[config.mk]
export PLATFORM = sky130hd
export DESIGN_NAME = sdau_div_cell
export DESIGN_NICKNAME = d
export VERILOG_FILES = /design/src/hw/rtl/sdau_pkg.sv /design/src/hw/rtl/sdau_div_cell.sv
export SDC_FILE = /design/constraint.sdc
export NUM_CORES = 1
export LEC_CHECK = 0
export BUFFER_PORTS_ARGS = -buffer_cell sky130_fd_sc_hd__buf_2
export CAP_MARGIN = 20
export CELL_PAD_IN_SITES_DETAIL_PLACEMENT = 1
export CELL_PAD_IN_SITES_GLOBAL_PLACEMENT = 1
export CORE_AREA = 2 2 213 215
export CTS_CLUSTER_DIAMETER = 200
export DETAILED_ROUTE_END_ITERATION = 10
export DIE_AREA = 0 0 215 217
export PLACE_DENSITY = 0.65
export RECOVER_POWER = 100
export SYNTH_ARGS = -nofsm -noshare
export SYNTH_HDL_FRONTEND = slang
export SYNTH_SLANG_ARGS = --single-unit
[constraint.sdc]
create_clock -name clk -period 3.74 [get_ports clk]
set_input_delay 0.748 -clock clk [delete_from_list [all_inputs] [get_ports clk]]
set_output_delay 0.748 -clock clk [all_outputs]
set_load 0.05 [all_outputs]
[src/hw/rtl/sdau_pkg.sv]
`timescale 1ns / 1ps
package sdau_pkg;

  localparam logic [2:0] MODE_ADD     = 3'd0;
  localparam logic [2:0] MODE_SUB     = 3'd1;
  localparam logic [2:0] MODE_MUL     = 3'd2;
  localparam logic [2:0] MODE_DIV     = 3'd3;
  localparam logic [2:0] MODE_LESS    = 3'd4;
  localparam logic [2:0] MODE_EQUAL   = 3'd5;
  localparam logic [2:0] MODE_RESCALE = 3'd6;
  localparam logic [2:0] MODE_WHOLE   = 3'd7;

  // Quotient bits produced by the divider chain, one per cell
  localparam int DIV_BITS = 64;

  // Operation info that travels alongside the multipliers
  typedef struct packed {
    logic [2:0]  mode;
    logic [4:0]  places;
    logic [63:0] den;
    logic        dz;
    logic        use_div;
  } sdau_op_t;

  // Sideband that travels with each item through the divider cells
  typedef struct packed {
    logic [2:0]  mode;
    logic [4:0]  places;
    logic [63:0] value;
    logic        cmp;
    logic        dz;
    logic        neg;
    logic        use_div;
  } sdau_side_t;

  function automatic logic [63:0] pow10(input logic [4:0] k);
    logic [63:0] p;
    case (k)
      5'd0:    p = 64'd1;
      5'd1:    p = 64'd10;
      5'd2:    p = 64'd100;
      5'd3:    p = 64'd1000;
      5'd4:    p = 64'd10000;
      5'd5:    p = 64'd100000;
      5'd6:    p = 64'd1000000;
      5'd7:    p = 64'd10000000;
      5'd8:    p = 64'd100000000;
      5'd9:    p = 64'd1000000000;
      5'd10:   p = 64'd10000000000;
      5'd11:   p = 64'd100000000000;
      5'd12:   p = 64'd1000000000000;
      5'd13:   p = 64'd10000000000000;
      5'd14:   p = 64'd100000000000000;
      5'd15:   p = 64'd1000000000000000;
      5'd16:   p = 64'd10000000000000000;
      5'd17:   p = 64'd100000000000000000;
      5'd18:   p = 64'd1000000000000000000;
      default: p = 64'd1;
    endcase
    return p;
  endfunction

endpackage

[src/hw/rtl/sdau_div_cell.sv]
`timescale 1ns / 1ps
// One restoring-division step: shift, trial subtract, set quotient bit.
module sdau_div_cell import sdau_pkg::*; (
  input  logic                clk,
  input  logic                rst,
  input  logic                en,
  input  logic                valid_in,
  input  logic [DIV_BITS-1:0] rem_in,
  input  logic [DIV_BITS-1:0] num_in,
  input  logic [DIV_BITS-1:0] den_in,
  input  sdau_side_t          side_in,
  output logic                valid_out,
  output logic [DIV_BITS-1:0] rem_out,
  output logic [DIV_BITS-1:0] num_out,
  output logic [DIV_BITS-1:0] den_out,
  output sdau_side_t          side_out
);

  logic [DIV_BITS-1:0] r_sh;
  logic [DIV_BITS:0]   trial;
  logic [DIV_BITS-1:0] rem_next;
  logic [DIV_BITS-1:0] num_next;

  always_comb begin
    r_sh     = {rem_in[DIV_BITS-2:0], num_in[DIV_BITS-1]};
    trial    = {1'b0, r_sh} - {1'b0, den_in};
    num_next = {num_in[DIV_BITS-2:0], ~trial[DIV_BITS]};
    rem_next = trial[DIV_BITS] ? r_sh : trial[DIV_BITS-1:0];
  end

  always_ff @(posedge clk) begin
    if (rst) begin
      valid_out <= 1'b0;
    end else if (en) begin
      valid_out <= valid_in;
    end
  end

  always_ff @(posedge clk) begin
    if (en) begin
      rem_out  <= rem_next;
      num_out  <= num_next;
      den_out  <= den_in;
      side_out <= side_in;
    end
  end

endmodule

Yosys cells after proc, flatten, opt, wreduce, memory -nomap -nowiden
Cells that the tools add are included.
{ "op_classes": {"add_sub_neg": 1, "muxes": 1, "bitwise": 1} }
{ "ops": {"columns": ["cell", "n"], "rows": [
  ["$sub 64x64->65", 1],
  ["$mux 64", 1],
  ["$not 1->1", 1]
]} }
{ "word_totals": {"register_bits": 269, "in_bits": 272, "output_inout_bits": 269, "elab_cells": 14} }

Depth between registers and ports, before layout
{ "depth": {"word_depth": 2, "depth_mapped": 15, "mapped_depth_nobuf": 13} }

Worst setup path after synthesis
Ideal clock, no wire load.
{ "synth_timing": {"path_type": "input to register", "start": "input port num_in[63]", "end": "register rem_out[28] (data pin)", "setup_time_ns": 0.260, "arrival_ns": 3.165, "slack_ns": 0.316, "stages": 13, "n_path_buf": 1, "path_cell_list": "inv_1 ha_1 fa_1 nand2b_1 a21o_1 a21oi_2 o31a_1 a22oi_1 a21oi_2 a31oi_1 o21ai_2 buf_4 mux2_2"} }
{ "synth_via": {"elab_chain_cells": 2} }
{ "synth_rtl": {"columns": ["item", "line_no", "rtl"], "rows": [
  ["from (decl)", "sdau_div_cell.sv:9", "input logic [DIV_BITS-1:0] num_in,"],
  ["$sub 64x64->65", "sdau_div_cell.sv:26", "trial = {1'b0, r_sh} - {1'b0, den_in};"],
  ["$mux 64", "sdau_div_cell.sv:28", "rem_next = trial[DIV_BITS] ? r_sh : trial[DIV_BITS-1:0];"],
  ["named net rem_next[28]", "sdau_div_cell.sv:21", "logic [DIV_BITS-1:0] rem_next;"],
  ["to (signal assigned)", "sdau_div_cell.sv:41", "rem_out <= rem_next;"],
  ["to (decl)", "sdau_div_cell.sv:13", "output logic [DIV_BITS-1:0] rem_out,"]
]} }
The timed path passes the listed nets, and every way through them passes these cells.
A chain may end at the register's enable or synchronous reset.

Worst setup path in the final report
{ "layout_timing": {"start": "input port num_in[63]", "end": "register rem_out[10] (data pin)"} }
The elaborated chain is that of the path after synthesis.

==> run_results.csv <==
group,metric,value,unit
outcome,status,"finished with violations",
outcome,violations,"capacitance limit, slew limit",
yosys,ys_seq_area_share,62.8,%
critical_path,path_class,"primary input to flop",
yosys,async_reset_ff_share,0,%
power_and_ir_drop,ir_drop,0.309,mV
finish,utilization,39.7,%
die,dieArea,46700,sq um
clock_tree,cts_tree,"done",
yosys,synthCells,1045,
yosys,synth.net_count,1382,
yosys,synth_cell_types,58,
min_path,hold_path_class,"primary input to flop",
clock_tree,ctsLongestPathBuffers,3,
finish,fin_cells,2350,
routing,drtPass1Iterations,4,
critical_path,crit_path_end_kind,"flop",
power_and_ir_drop,power.density,520,nW/um^2
sta,worst_pin_slew,1960,ps
clock_tree,post_cts_buffers,0,
yosys,synth_edf_count,268,
yosys,yosys_register_bits,269,
die,start_util,28.7,%
routing,vias_per_cell,4.63,
power_and_ir_drop,p_comb_share,28.0,%
global_route,grt_max_degree,72,
routing,drc,0,
die,die_w,215,um
global_route,grt_use_total,19.3,%
power_and_ir_drop,seqPwrFrac,40.6,%
die,num_rows,78,
global_route,grt-ovfl-total,0,
die,io_pins,541,
power_and_ir_drop,intPower,6070,uW
placement,io_buffers,539,
placement,dp_cells,2290,
global_route,grt_pass1_vias,11534,
routing,wirelength,47100,um
routing,routedWlPerCell,20.0,um
job,drv_cap,1,
die,die_h,217,um
clock_tree,cts_resized,0,
routing,via_count,10884,
power_and_ir_drop,power,9230,uW
sta,finalCriticalPeriod,3520,ps
yosys,synth_area_per_cell,12.3,sq um
placement,hpwl,38500,um
yosys,synth_area_leader_cell,"edfxtp_1",
sta,rsz0062_at_grt,"no",
yosys,synthTopCellsByArea,"edfxtp_1 63%, ha_1 6.2%, a21oi_1 4.9%",
power_and_ir_drop,p_sw_share,34.3,%
yosys,synth_top_area_share,62.7,%
critical_path,required,4040,ps
sta,hold_viol_final,0,
clock_tree,htreeDepth,1,
yosys,syn_area,12800,sq um
sta,fin_crit_sh,94.1,%
routing,detail-route-antenna-nets,0,
clock_tree,clk_pin_slew,60,ps
sta,worst_slack,221,ps
clock_tree,cts_buffers,29,
die,coreArea,44700,sq um
placement,gp_congestion,0.842,
global_route,antenna_found_initial,11,
sta,slew_viol_final,72,
sta,fin_skew,0,ps
critical_path,critPathLaunchType,"primary input",
finish,fin_nets,2058,
routing,drt_iter0_drc,518,
critical_path,crit_fanout,19,
sta,slew_headroom,-30.4,%
sta,setup_viol,0,
clock_tree,clock_latency,550,ps
finish,synthToLayoutAreaGrowth,38.1,%
yosys,yosysMostFrequentCell,"edfxtp_1",
critical_path,worstPathArrival,3820,ps
yosys,synth_common_cells,"268 x edfxtp_1, 127 x a21oi_1, 85 x nor2_1, 81 x inv_1, 70 x nand2_1",
power_and_ir_drop,power_leakage,0.00722,uW
clock_tree,clockRootBuffer,"clkbuf_16",
yosys,synth_flop_cell,"edfxtp_1",
yosys,yosys_warnings,0,
clock_tree,clock-sinks,269,
global_route,grt_pass1_wl,69300,um
clock_tree,ctsHoldBuffers,0,
finish,post_route_cells_drive_above_1_share,24.4,%
power_and_ir_drop,power.switching,3170,uW
placement,pre_cts_ws,-401,ps
sta,max_freq,0.284,GHz
power_and_ir_drop,clock_power_share,31.4,%
finish,fillers,5292,
==> area by class of cell <==
cell class              count  area (sq um)  share of cell area (%)
flip-flops and latches    269          8070                    45.5
multi-input cells         655          4280                    24.1
repair buffers            685          3370                    19.0
clock buffers              36           752                    4.24
well taps                 600           751                    4.23
inverters                  81           304                    1.71
clock inverters            18           201                    1.14
diodes                      6          15.0                  0.0847
==> power groups by stage <==
stage	Combinational, uW	Sequential (uW)	Clock, uW
after floorplan	718	4800	0
final	2580	3750	2900
after CTS	2710	3740	2990
after detailed placement	2700	3790	0
after global routing	2760	3770	3080
after global placement	2660	3790	0
==> critical path, cell delays in order <==
cell and delay (ps):
buf_2 90, inv_1 40, ha_1 250, fa_1 390, nand2b_1 170, a21o_1 200
a21oi_2 190, o31a_1 260, a22oi_1 190, a21oi_2 230, a31oi_1 210, o21ai_4 260
buf_12 200, mux2_2 360
==> path summary, 6_finish.rpt <==
| path | from | to | slack, ps | depth (start not counted) |
|---|---|---|---|---|
| max | num_in[63] | rem_out[10]$_DFFE_PP_ | 220 | 14 |
| min | rst | valid_out$_SDFFE_PP0P_ | 350 | 2 |
| max reg2reg | valid_out$_SDFFE_PP0P_ | valid_out$_SDFFE_PP0P_ | 3150 | 2 |
| min reg2reg | valid_out$_SDFFE_PP0P_ | valid_out$_SDFFE_PP0P_ | 500 | 2 |
==> registers in the layout (all words and copies together) (netlist names) <==
| register | flops |
|---|---|
| den_out | 64 |
| valid_out | 1 |
| side_out | 76 |
| num_out | 64 |
| rem_out | 64 |
==> layer usage <==
| layer | wire (um) | global-route usage [%] | up-vias |
|---|---|---|---|
| li1 | - | - | 5205 |
| met1 | 18800 | 22.6 | 5249 |
| met2 | 23900 | 34.8 | 352 |
| met3 | 3060 | 4.47 | 68 |
| met4 | 1290 | 6.25 | 10 |
| met5 | 70 | 0 | - |
==> through the flow <==
stage | setup TNS [ps] | instance area, sq um | hold slack (ps)
global route | 0 | 17700 | 329
floorplan | 0 | 12800 | 733
detailed placement | -21030 | 17300 | 482
global placement | -19030 | 17300 | 482
CTS | 0 | 18200 | 305
finish | 0 | 17700 | 349
==> layout by cell type, fill, tap and decap left out, types with 4 or more instances in the layout <==
cell / count
a21o_1: 26
a21oi_1: 127
a21oi_2: 7
a31oi_1: 11
and3_1: 6
and4_1: 4
buf_2: 216
buf_4: 129
bufinv_16: 4
clkbuf_1: 338
clkbuf_16: 29
clkbuf_2: 6
clkinv_2: 6
diode_2: 6
edfxtp_1: 268
ha_1: 64
inv_1: 81
mux2_2: 15
nand2_1: 70
nand2b_1: 6
nand3_1: 10
nand4_1: 22
nor2_1: 85
nor2b_1: 5
nor3_1: 12
nor4_1: 5
o21a_1: 9
o21ai_0: 47
o21ai_1: 4
o21bai_1: 8
o22ai_1: 4
o31ai_1: 5
or3_1: 5
xnor2_1: 30
xor2_1: 31
==> kinds of logic (layout without fill, tap and decap cells) <==
group	Yosys count	count (layout)	synth area share [%]
compound gates	277	277	12.9
other cells	0	6	0
buf+inv	121	820	3.94
xor+xnor	61	61	4.16
fa+ha+maj	65	65	6.39
flops	269	269	62.8
mux	16	16	1.39
simple gates	236	236	8.38
Note: power is estimated with default switching activity, not from simulation.
